`config.mk`:
```
export PLATFORM = sky130hd
export DESIGN_NAME = task_dispatch_scheduler_flat
export DESIGN_NICKNAME = d
export VERILOG_FILES = /design/src/rtl/core/tds_pkg.sv /design/src/rtl/core/tds_if.sv /design/src/rtl/core/task_dispatch_scheduler.sv /design/src/flat_wrapper.sv
export SDC_FILE = /design/constraint.sdc
export NUM_CORES = 2
export LEC_CHECK = 0
export BUFFER_PORTS_ARGS = -buffer_cell sky130_fd_sc_hd__buf_4
export CAP_MARGIN = 20
export CORE_ASPECT_RATIO = 0.9
export CORE_MARGIN = 1
export CORE_UTILIZATION = 41
export CTS_CLUSTER_SIZE = 16
export DETAILED_ROUTE_END_ITERATION = 8
export PLACE_DENSITY = 0.64
export SLEW_MARGIN = 10
export SYNTH_ARGS = -nofsm -noshare
export SYNTH_HDL_FRONTEND = slang
export SYNTH_SLANG_ARGS = --single-unit
export TNS_END_PERCENT = 10
```
`constraint.sdc`:
```
create_clock -name clock -period 12.59 [get_ports clock]
set_input_delay 2.518 -clock clock [delete_from_list [all_inputs] [get_ports clock]]
set_output_delay 2.518 -clock clock [all_outputs]
set_load 0.03 [all_outputs]
```
`src/rtl/core/tds_pkg.sv`:
```
`timescale 1ns / 1ps
package tds_pkg;

   localparam int MAX_TASKS = 16;
   localparam int IDX_W = (MAX_TASKS > 1) ? $clog2(MAX_TASKS) : 1;
   localparam int CNT_W = $clog2(MAX_TASKS + 1);

   localparam logic [2:0] POL_FCFS = 3'd0;
   localparam logic [2:0] POL_RR   = 3'd1;
   localparam logic [2:0] POL_SJF  = 3'd2;
   localparam logic [2:0] POL_SRTF = 3'd3;
   localparam logic [2:0] POL_EDF  = 3'd4;

   localparam logic [2:0] KIND_LOADED = 3'd0;
   localparam logic [2:0] KIND_RAN    = 3'd1;
   localparam logic [2:0] KIND_IDLE   = 3'd2;
   localparam logic [2:0] KIND_LIMIT  = 3'd3;
   localparam logic [2:0] KIND_FULL   = 3'd4;

   localparam logic FUNC_LOAD = 1'b0;
   localparam logic FUNC_STEP = 1'b1;

   localparam logic CSR_POLICY = 1'b0;
   localparam logic CSR_LIMIT  = 1'b1;

   localparam logic [30:0] M31 = 31'h7FFF_FFFF;

   typedef struct packed {
      logic [15:0] pid;
      logic [30:0] act;
      logic [30:0] per;
      logic [30:0] len;
      logic [30:0] rem;
   } entry_type;

   typedef struct packed {
      logic [2:0]  kind;
      logic [15:0] pid;
      logic [30:0] start;
      logic [30:0] stop;
      logic        missed;
   } res_type;

   function automatic logic [30:0] sat31(input logic [31:0] v);
      return v[31] ? M31 : v[30:0];
   endfunction

endpackage

```
`src/rtl/core/tds_if.sv`:
```
`timescale 1ns / 1ps
interface tds_req_if;
   logic        valid;
   logic        ready;
   logic        func;
   logic [15:0] task_id;
   logic [30:0] first_activation;
   logic [30:0] task_period;
   logic [30:0] task_length;

   modport source (output valid, func, task_id, first_activation, task_period, task_length,
                   input ready);
   modport sink (input valid, func, task_id, first_activation, task_period, task_length,
                 output ready);
endinterface

interface tds_rsp_if;
   logic               valid;
   logic               ready;
   logic [2:0]         kind;
   logic [15:0]        run_pid;
   logic [30:0]        start_time;
   logic [30:0]        end_time;
   logic               deadline_missed;
   logic signed [31:0] completion_sum;
   logic signed [31:0] waiting_sum;
   logic signed [31:0] response_sum;

   modport source (output valid, kind, run_pid, start_time, end_time, deadline_missed,
                   completion_sum, waiting_sum, response_sum, input ready);
   modport sink (input valid, kind, run_pid, start_time, end_time, deadline_missed,
                 completion_sum, waiting_sum, response_sum, output ready);
endinterface

```
`src/rtl/core/task_dispatch_scheduler.sv`:
```
`timescale 1ns / 1ps
// A load, a table-full reply and a time-limit reply pass through the result register, then the output registers.
// A step walks the waiting list (length W) and the ready list (length R):
// the entry memory is read once a cycle, first down the waiting list, then the ready list.
// One item is in work at a time; a new one is taken while the last result waits.
// Synchronous active-high reset empties both lists and clears time, totals and registers.
module task_dispatch_scheduler (
   input  logic     clock,
   input  logic     reset,
   tds_req_if.sink  req_if,
   tds_rsp_if.source rsp_if,
   input  logic     csr_wr_en,
   input  logic     csr_index,
   input  logic [30:0] csr_wdata
);
   import tds_pkg::*;

   localparam logic [2:0] S_IDLE = 3'd0;
   localparam logic [2:0] S_ACT  = 3'd1;
   localparam logic [2:0] S_PICK = 3'd2;
   localparam logic [2:0] S_SEL  = 3'd3;
   localparam logic [2:0] S_EXEC = 3'd4;
   localparam logic [2:0] S_DONE = 3'd5;

   localparam logic [CNT_W-1:0] CNT_MAX = CNT_W'(MAX_TASKS);
   localparam logic [CNT_W-1:0] CNT_ONE = CNT_W'(1);

   entry_type entry_mem_ff [MAX_TASKS];
   entry_type rd_data_ff;
   logic [IDX_W-1:0] waiting_ff [MAX_TASKS];
   logic [IDX_W-1:0] ready_ff [MAX_TASKS];

   logic [2:0]       state_ff;
   logic [CNT_W-1:0] wcount_ff, rcount_ff, loaded_ff;
   logic [CNT_W-1:0] scan_ff, kept_ff, wtotal_ff;
   logic             pend_ff;
   logic [IDX_W-1:0] pend_idx_ff, pend_pos_ff, best_pos_ff;
   logic [31:0]      best_key_ff;
   logic [30:0]      sim_ff, limit_ff;
   logic [2:0]       policy_ff;
   logic [31:0]      comp_ff, wait_ff, resp_ff;
   res_type          res_ff;
   logic             ov_ff;

   logic [2:0]       pol;
   logic [IDX_W-1:0] rd_addr, sel_idx;
   logic             mem_we;
   logic [IDX_W-1:0] mem_wa;
   entry_type        mem_wd, cur;
   logic [31:0]      key_in, wend_in, na_in;
   logic [30:0]      delta_in, rem_in;
   logic             fin_in, rr_in, rm_ready_in, app_wait_in;
   logic [32:0]      dl_in;

   assign pol = (policy_ff > POL_EDF) ? POL_FCFS : policy_ff;
   assign req_if.ready = (state_ff == S_IDLE);
   assign cur = rd_data_ff;
   assign sel_idx = ready_ff[best_pos_ff];

   always_comb begin
      case (state_ff)
         S_ACT:   rd_addr = waiting_ff[scan_ff[IDX_W-1:0]];
         S_PICK:  rd_addr = ready_ff[scan_ff[IDX_W-1:0]];
         default: rd_addr = sel_idx;
      endcase
   end

   always_comb begin
      case (pol)
         POL_SJF, POL_SRTF: key_in = {1'b0, cur.rem};
         POL_EDF:           key_in = {1'b0, cur.act} + {1'b0, cur.per};
         default:           key_in = '0;
      endcase
      rr_in = (pol == POL_RR);
      if (pol == POL_FCFS || pol == POL_SJF)
         delta_in = (cur.rem != '0) ? cur.rem : 31'd1;
      else
         delta_in = 31'd1;
      wend_in = {1'b0, sim_ff} + {1'b0, delta_in};
      dl_in = {2'b0, cur.act} + {2'b0, cur.per};
      rem_in = (cur.rem > delta_in) ? cur.rem - delta_in : '0;
      fin_in = (rem_in == '0);
      rm_ready_in = rr_in || fin_in;
      app_wait_in = (rr_in && !fin_in) || (fin_in && cur.per != '0);
      na_in = {1'b0, cur.act} + {1'b0, cur.per};
   end

   always_comb begin
      mem_we = 1'b0;
      mem_wa = sel_idx;
      mem_wd = cur;
      if (state_ff == S_IDLE) begin
         mem_we = req_if.valid && req_if.func == FUNC_LOAD && loaded_ff < CNT_MAX;
         mem_wa = loaded_ff[IDX_W-1:0];
         mem_wd = '{pid: req_if.task_id, act: req_if.first_activation,
                    per: req_if.task_period, len: req_if.task_length,
                    rem: req_if.task_length};
      end else if (state_ff == S_EXEC) begin
         mem_we = 1'b1;
         mem_wd.rem = rem_in;
         if (fin_in && cur.per != '0) begin
            mem_wd.act = sat31(na_in);
            mem_wd.rem = cur.len;
         end
      end
   end

   always_ff @(posedge clock) begin
      if (mem_we) begin
         entry_mem_ff[mem_wa] <= mem_wd;
      end
      rd_data_ff <= entry_mem_ff[rd_addr];
   end

   always_ff @(posedge clock) begin
      if (reset) begin
         state_ff <= S_IDLE;
         wcount_ff <= '0;
         rcount_ff <= '0;
         loaded_ff <= '0;
         sim_ff <= '0;
         limit_ff <= '0;
         policy_ff <= POL_FCFS;
         comp_ff <= '0;
         wait_ff <= '0;
         resp_ff <= '0;
         ov_ff <= 1'b0;
         pend_ff <= 1'b0;
      end else begin
         if (csr_wr_en) begin
            if (csr_index == CSR_POLICY)
               policy_ff <= csr_wdata[2:0];
            else
               limit_ff <= csr_wdata;
         end
         if (state_ff == S_DONE && (!ov_ff || rsp_if.ready)) begin
            ov_ff <= 1'b1;
         end else if (rsp_if.ready) begin
            ov_ff <= 1'b0;
         end
         case (state_ff)
            S_IDLE: begin
               scan_ff <= '0;
               kept_ff <= '0;
               pend_ff <= 1'b0;
               wtotal_ff <= wcount_ff;
               if (req_if.valid) begin
                  if (req_if.func == FUNC_LOAD) begin
                     state_ff <= S_DONE;
                     if (loaded_ff < CNT_MAX) begin
                        res_ff <= '{kind: KIND_LOADED, default: '0};
                        waiting_ff[wcount_ff[IDX_W-1:0]] <= loaded_ff[IDX_W-1:0];
                        wcount_ff <= wcount_ff + CNT_ONE;
                        loaded_ff <= loaded_ff + CNT_ONE;
                     end else begin
                        res_ff <= '{kind: KIND_FULL, default: '0};
                     end
                  end else if (sim_ff >= limit_ff) begin
                     res_ff <= '{kind: KIND_LIMIT, default: '0};
                     state_ff <= S_DONE;
                  end else begin
                     state_ff <= S_ACT;
                  end
               end
            end
            S_ACT: begin
               if (pend_ff) begin
                  if (cur.act <= sim_ff && rcount_ff < CNT_MAX) begin
                     ready_ff[rcount_ff[IDX_W-1:0]] <= pend_idx_ff;
                     rcount_ff <= rcount_ff + CNT_ONE;
                  end else begin
                     waiting_ff[kept_ff[IDX_W-1:0]] <= pend_idx_ff;
                     kept_ff <= kept_ff + CNT_ONE;
                  end
               end
               if (scan_ff < wtotal_ff) begin
                  pend_ff <= 1'b1;
                  pend_idx_ff <= waiting_ff[scan_ff[IDX_W-1:0]];
                  scan_ff <= scan_ff + CNT_ONE;
               end else begin
                  pend_ff <= 1'b0;
                  if (!pend_ff) begin
                     wcount_ff <= kept_ff;
                     scan_ff <= '0;
                     if (rcount_ff == '0) begin
                        res_ff <= '{kind: KIND_IDLE, pid: '0, start: sim_ff,
                                    stop: sat31({1'b0, sim_ff} + 32'd1), missed: 1'b0};
                        sim_ff <= sat31({1'b0, sim_ff} + 32'd1);
                        state_ff <= S_DONE;
                     end else begin
                        state_ff <= S_PICK;
                     end
                  end
               end
            end
            S_PICK: begin
               if (pend_ff) begin
                  if (pend_pos_ff == '0 || key_in < best_key_ff) begin
                     best_key_ff <= key_in;
                     best_pos_ff <= pend_pos_ff;
                  end
               end
               if (scan_ff < rcount_ff) begin
                  pend_ff <= 1'b1;
                  pend_pos_ff <= scan_ff[IDX_W-1:0];
                  scan_ff <= scan_ff + CNT_ONE;
               end else begin
                  pend_ff <= 1'b0;
                  if (!pend_ff)
                     state_ff <= S_SEL;
               end
            end
            S_SEL: begin
               state_ff <= S_EXEC;
            end
            S_EXEC: begin
               res_ff <= '{kind: KIND_RAN, pid: cur.pid, start: sim_ff,
                           stop: sat31(wend_in), missed: ({1'b0, wend_in} >= dl_in)};
               sim_ff <= sat31(wend_in);
               if (cur.rem == cur.len)
                  resp_ff <= resp_ff + ({1'b0, sim_ff} - {1'b0, cur.act});
               if (fin_in) begin
                  comp_ff <= comp_ff + (wend_in - {1'b0, cur.act});
                  wait_ff <= wait_ff + (wend_in - {1'b0, cur.len} - {1'b0, cur.act});
               end
               if (rm_ready_in) begin
                  for (int k = 0; k + 1 < MAX_TASKS; k++) begin
                     if (IDX_W'(k) >= best_pos_ff)
                        ready_ff[k] <= ready_ff[k+1];
                  end
                  rcount_ff <= rcount_ff - CNT_ONE;
               end
               if (app_wait_in && wcount_ff < CNT_MAX) begin
                  waiting_ff[wcount_ff[IDX_W-1:0]] <= sel_idx;
                  wcount_ff <= wcount_ff + CNT_ONE;
               end
               state_ff <= S_DONE;
            end
            S_DONE: begin
               if (!ov_ff || rsp_if.ready) begin
                  state_ff <= S_IDLE;
               end
            end
            default: state_ff <= S_IDLE;
         endcase
      end
   end

   logic [2:0]  o_kind_ff;
   logic [15:0] o_pid_ff;
   logic [30:0] o_start_ff, o_end_ff;
   logic        o_missed_ff;
   logic [31:0] o_comp_ff, o_wait_ff, o_resp_ff;

   always_ff @(posedge clock) begin
      if (state_ff == S_DONE && (!ov_ff || rsp_if.ready)) begin
         o_kind_ff <= res_ff.kind;
         o_pid_ff <= res_ff.pid;
         o_start_ff <= res_ff.start;
         o_end_ff <= res_ff.stop;
         o_missed_ff <= res_ff.missed;
         o_comp_ff <= comp_ff;
         o_wait_ff <= wait_ff;
         o_resp_ff <= resp_ff;
      end
   end

   assign rsp_if.valid = ov_ff;
   assign rsp_if.kind = o_kind_ff;
   assign rsp_if.run_pid = o_pid_ff;
   assign rsp_if.start_time = o_start_ff;
   assign rsp_if.end_time = o_end_ff;
   assign rsp_if.deadline_missed = o_missed_ff;
   assign rsp_if.completion_sum = o_comp_ff;
   assign rsp_if.waiting_sum = o_wait_ff;
   assign rsp_if.response_sum = o_resp_ff;

   a_load_count: assert property (@(posedge clock) disable iff (reset)
      req_if.valid && req_if.ready && req_if.func == FUNC_LOAD && loaded_ff < CNT_MAX
      |=> loaded_ff == $past(loaded_ff) + CNT_ONE)
      else $error("load did not advance the table");

   a_lists_bound: assert property (@(posedge clock) disable iff (reset)
      state_ff == S_IDLE |-> ({1'b0, wcount_ff} + {1'b0, rcount_ff}) <= {1'b0, loaded_ff})
      else $error("lists hold more entries than loaded");

   a_result_hold: assert property (@(posedge clock) disable iff (reset)
      state_ff == S_DONE && ov_ff && !rsp_if.ready |=> state_ff == S_DONE)
      else $error("result overwritten before transfer");

endmodule

```
`src/flat_wrapper.sv`:
```
// flat-port wrapper written by rule: the top's interface ports become plain ports
module task_dispatch_scheduler_flat import tds_pkg::*;
  (clock, reset, csr_wr_en, csr_index, csr_wdata, req_if_valid, req_if_func, req_if_task_id, req_if_first_activation, req_if_task_period, req_if_task_length, req_if_ready, rsp_if_valid, rsp_if_kind, rsp_if_run_pid, rsp_if_start_time, rsp_if_end_time, rsp_if_deadline_missed, rsp_if_completion_sum, rsp_if_waiting_sum, rsp_if_response_sum, rsp_if_ready);
  tds_req_if req_if_i ();
  tds_rsp_if rsp_if_i ();
  input  logic clock;
  input  logic reset;
  input  logic csr_wr_en;
  input  logic csr_index;
  input  logic [30:0] csr_wdata;
  input wire logic [$bits(req_if_i.valid)-1:0] req_if_valid;
  input wire logic [$bits(req_if_i.func)-1:0] req_if_func;
  input wire logic [$bits(req_if_i.task_id)-1:0] req_if_task_id;
  input wire logic [$bits(req_if_i.first_activation)-1:0] req_if_first_activation;
  input wire logic [$bits(req_if_i.task_period)-1:0] req_if_task_period;
  input wire logic [$bits(req_if_i.task_length)-1:0] req_if_task_length;
  output wire logic [$bits(req_if_i.ready)-1:0] req_if_ready;
  output wire logic [$bits(rsp_if_i.valid)-1:0] rsp_if_valid;
  output wire logic [$bits(rsp_if_i.kind)-1:0] rsp_if_kind;
  output wire logic [$bits(rsp_if_i.run_pid)-1:0] rsp_if_run_pid;
  output wire logic [$bits(rsp_if_i.start_time)-1:0] rsp_if_start_time;
  output wire logic [$bits(rsp_if_i.end_time)-1:0] rsp_if_end_time;
  output wire logic [$bits(rsp_if_i.deadline_missed)-1:0] rsp_if_deadline_missed;
  output wire logic [$bits(rsp_if_i.completion_sum)-1:0] rsp_if_completion_sum;
  output wire logic [$bits(rsp_if_i.waiting_sum)-1:0] rsp_if_waiting_sum;
  output wire logic [$bits(rsp_if_i.response_sum)-1:0] rsp_if_response_sum;
  input wire logic [$bits(rsp_if_i.ready)-1:0] rsp_if_ready;
  assign req_if_i.valid = req_if_valid;
  assign req_if_i.func = req_if_func;
  assign req_if_i.task_id = req_if_task_id;
  assign req_if_i.first_activation = req_if_first_activation;
  assign req_if_i.task_period = req_if_task_period;
  assign req_if_i.task_length = req_if_task_length;
  assign req_if_ready = req_if_i.ready;
  assign rsp_if_valid = rsp_if_i.valid;
  assign rsp_if_kind = rsp_if_i.kind;
  assign rsp_if_run_pid = rsp_if_i.run_pid;
  assign rsp_if_start_time = rsp_if_i.start_time;
  assign rsp_if_end_time = rsp_if_i.end_time;
  assign rsp_if_deadline_missed = rsp_if_i.deadline_missed;
  assign rsp_if_completion_sum = rsp_if_i.completion_sum;
  assign rsp_if_waiting_sum = rsp_if_i.waiting_sum;
  assign rsp_if_response_sum = rsp_if_i.response_sum;
  assign rsp_if_i.ready = rsp_if_ready;
  task_dispatch_scheduler u_core (.clock(clock), .reset(reset), .req_if(req_if_i), .rsp_if(rsp_if_i), .csr_wr_en(csr_wr_en), .csr_index(csr_index), .csr_wdata(csr_wdata));
endmodule
```
==> run_results.csv <==
group,metric,value,unit
status,outcome,"completed",
sta,fin_crit,8.975,ns
worst_setup_path,crit_fanout,29,
drt,viasPerCell,5.872,
die,rows,199,
worst_setup_path,cp_data_arrival_time,9.77,ns
logic_synthesis,synth-seq-cells,3016,
sta,timing.setup.tns,0,ns
worst_setup_path,crit_path_end_kind,"flip-flop",
logic_synthesis,synth_warnings,0,
drt,drc,0,
grt,grt_pass1_vias,87540,
logic_synthesis,synth_area_per_cell,12.46,µm²
sta,slew_headroom,17.43,%
cells_and_area,syn_to_final_growth,13.55,%
sta,drv_slew,0,
logic_synthesis,synth_top_flop_cell,"edfxtp_1",
cells_and_area,fillers,28490,
drt,ant_nets,0,
clocking,ctsResizeCount,0,
cells_and_area,fin_nets,11690,
worst_setup_path,critPathMaxStageDelay,0.90,ns
clocking,clkTransAtPathRegs,0.06,ns
die,pin_count,327,
sta,setup_viol,0,
place,place_area,143000,µm²
clocking,cts_buffers,317,
worst_setup_path,r2r_cells,29,
clocking,cts_setup_buffers,0,
logic_synthesis,async_flop_share,0,%
sta,holdWs,0.4164,ns
die,die_h,547.1,µm
drt,vias,92150,
grt,grt_max_degree,225,
worst_setup_path,crit_slowest_cell,"o21a_1",
flow_run,drv_cap,0,
clocking,clockRootBuffer,"clkbuf_16",
die,die_x,607.7,µm
logic_synthesis,syn_nets,11460,
cells_and_area,fin_area,153700,µm²
worst_setup_path,startpoint_type,"flip-flop",
min_path,holdCritPathClass,"reg -> reg",
sta,period_share,71.29,%
worst_setup_path,path_common_cell,"a21oi_1",
grt,gr-usage-all-layers,24.62,%
place,port_buffers,326,
clocking,htree_num_levels,5,
sta,grt_setup_unrepaired,"false",
worst_setup_path,crit_type,"reg -> reg",
clocking,cts_tree,"built",
clocking,clkSinkCount,3016,
die,start_util,41.34,%
sta,tightest_slew,1.239,ns
logic_synthesis,ys_seq_area_share,64.48,%
place,dpl.hpwl,266.3,mm
min_path,hold_depth,0,
clocking,postCtsHoldBufs,0,
worst_setup_path,crit_required,13.39,ns
sta,skew,0.06443,ns
grt,grt-ovfl-total,0,
sta,hold_viol_final,0,
drt,wirelength,423.4,mm
logic_synthesis,synth_edf_count,2687,
cells_and_area,drive_gt1_share,11.11,%
place,finalWeightedCongestion,0.9571,
drt,drt_iter0_markers,10320,
grt,grt_antenna_before_repair,41,
logic_synthesis,synthesis.instances,10860,
drt,wire_per_inst,26.98,µm
sta,fmax,111.4,MHz
die,core,327400,µm²
drt,drt_first_pass_iters,6,
logic_synthesis,synth_area,135400,µm²
clocking,clockBufferDepth,4,
die,dieArea,332400,µm²
grt,grt_pass1_wl,606.6,mm
logic_synthesis,synth_cell_type_count,96,
clocking,clk_latency,0.93,ns
==> logic make-up after synthesis <==
family	Yosys count	share of synthesized area, %
and+or+nand+nor	3084	10.39
xor gates and xnor gates	231	1.495
DFF	3016	64.48
muxes	203	2.123
adders and majority gates	457	4.851
buffers and inverters	1144	3.230
AOI/OAI and AO/OA	2725	13.43
==> flip-flops by register name, summed over array words and instances, names as in the netlist, 16 cells and up, named ones only <==
signal / count
u_core.entry_mem_ff: 2240
u_core.cur: 140
u_core.res_ff: 82
u_core.ready_ff: 64
u_core.waiting_ff: 64
u_core.best_key_ff: 32
u_core.comp_ff: 32
u_core.resp_ff: 32
u_core.rsp_if.completion_sum: 32
u_core.rsp_if.response_sum: 32
u_core.rsp_if.waiting_sum: 32
u_core.wait_ff: 32
u_core.limit_ff: 31
u_core.rsp_if.end_time: 31
u_core.rsp_if.start_time: 31
u_core.sim_ff: 31
u_core.rsp_if.run_pid: 16
==> worst max-delay path, delay by kind of cell, from the launching register on <==
family / cells / cell delay [ns]
adder cells (fa/ha/maj): 5 / 2.11
AO/OA/AOI/OAI: 14 / 4.35
AND/OR/NAND/NOR: 6 / 1.36
buffers and inverters: 2 / 0.23
flip-flops: 1 / 0.35
XOR/XNOR: 2 / 0.45
==> cell usage in the layout, fill, tap and decap left out, drive strengths merged, types with 20 or more instances in the layout <==
master / n
dfxtp: 329
fa: 114
o21bai: 32
a31oi: 296
a211oi: 745
clkbuf: 415
nor3: 70
xnor2: 161
o21ai: 321
xor2: 70
clkinv: 134
bufinv: 23
a311oi: 287
nand2: 1712
a21oi: 676
and3: 46
or3: 20
nand3: 69
inv: 498
nor2b: 50
a21o: 107
o21a: 56
mux2i: 82
mux2: 61
nand4: 58
edfxtp: 2687
mux4: 60
nand2b: 36
and2: 582
ha: 340
buf: 569
nor2: 355
nor4: 35
o22ai: 36
==> Yosys cell counts (12+ instances only) <==
master / count / area [µm²]
buf_2: 35 / 175.2
o211ai_1: 14 / 105.1
nor2_1: 354 / 1329
a21oi_1: 670 / 3353
clkbuf_1: 591 / 2218
or2_2: 16 / 100.1
and2_1: 581 / 3635
and3_1: 46 / 287.8
mux2_2: 57 / 641.9
nor4_1: 33 / 206.5
a21o_1: 107 / 803.3
dfxtp_1: 329 / 6586
fa_1: 114 / 2282
and4_1: 12 / 105.1
o21bai_1: 32 / 240.2
nor3_1: 70 / 350.3
nand3_1: 68 / 340.3
o22ai_1: 36 / 225.2
o31ai_1: 18 / 135.1
ha_1: 340 / 4254
a311oi_1: 287 / 2514
edfxtp_1: 2687 / 80690
inv_1: 485 / 1821
a31oi_1: 296 / 1852
mux2i_1: 82 / 820.8
xnor2_1: 161 / 1410
nand4_1: 58 / 362.9
xor2_1: 70 / 613.1
mux4_2: 60 / 1351
nor2b_1: 50 / 312.8
buf_1: 24 / 90.09
o21a_1: 56 / 420.4
o21ai_0: 314 / 1572
nand2b_1: 35 / 219.0
nand2_1: 1712 / 6426
a211oi_1: 743 / 5578
or3_1: 20 / 125.1
==> per-layer routing <==
layer | track usage [%] | part of all wire, %
met3 | 3.891 | 8.5
met2 | 38.35 | 45
met4 | 9.252 | 4.0
met1 | 34.78 | 43
met5 | 0 | 0.044
==> final timing paths <==
path	startpoint	slack [ns]	endpoint
setup / recovery	u_core.policy_ff[2]$_SDFFE_PP0P_	3.61	u_core.wait_ff[31]$_SDFFE_PP0P_
hold / removal	u_core.res_ff[38]$_DFFE_PP_	0.42	u_core.rsp_if.start_time[6]$_DFFE_PP_
setup reg to reg	u_core.policy_ff[2]$_SDFFE_PP0P_	3.61	u_core.wait_ff[31]$_SDFFE_PP0P_
hold reg to reg	u_core.res_ff[38]$_DFFE_PP_	0.42	u_core.rsp_if.start_time[6]$_DFFE_PP_
==> area by class of cell <==
class / count / area (µm²) / share of cell area (%)
well taps: 4321 / 5406 / 3.518
multi-input cells: 6700 / 43980 / 28.62
diodes: 11 / 27.53 / 0.01791
clock inverters: 174 / 1838 / 1.196
repair buffers: 569 / 4632 / 3.014
flip-flops and latches: 3016 / 87280 / 56.79
inverters: 488 / 1834 / 1.193
clock buffers: 415 / 8696 / 5.658
==> stage by stage <==
step	worst slack, ns	cells	util [%]
floorplan	1.380	10860	-
global placement	3.869	15080	43.66
detailed placement	3.789	15080	43.67
CTS	3.728	15670	46.89
global route	3.129	15690	46.94
finish	3.615	15690	46.94
Power is left out: the tool's default activity adds up to more than one toggle a clock period on the data nets, which glitch-free logic cannot reach.
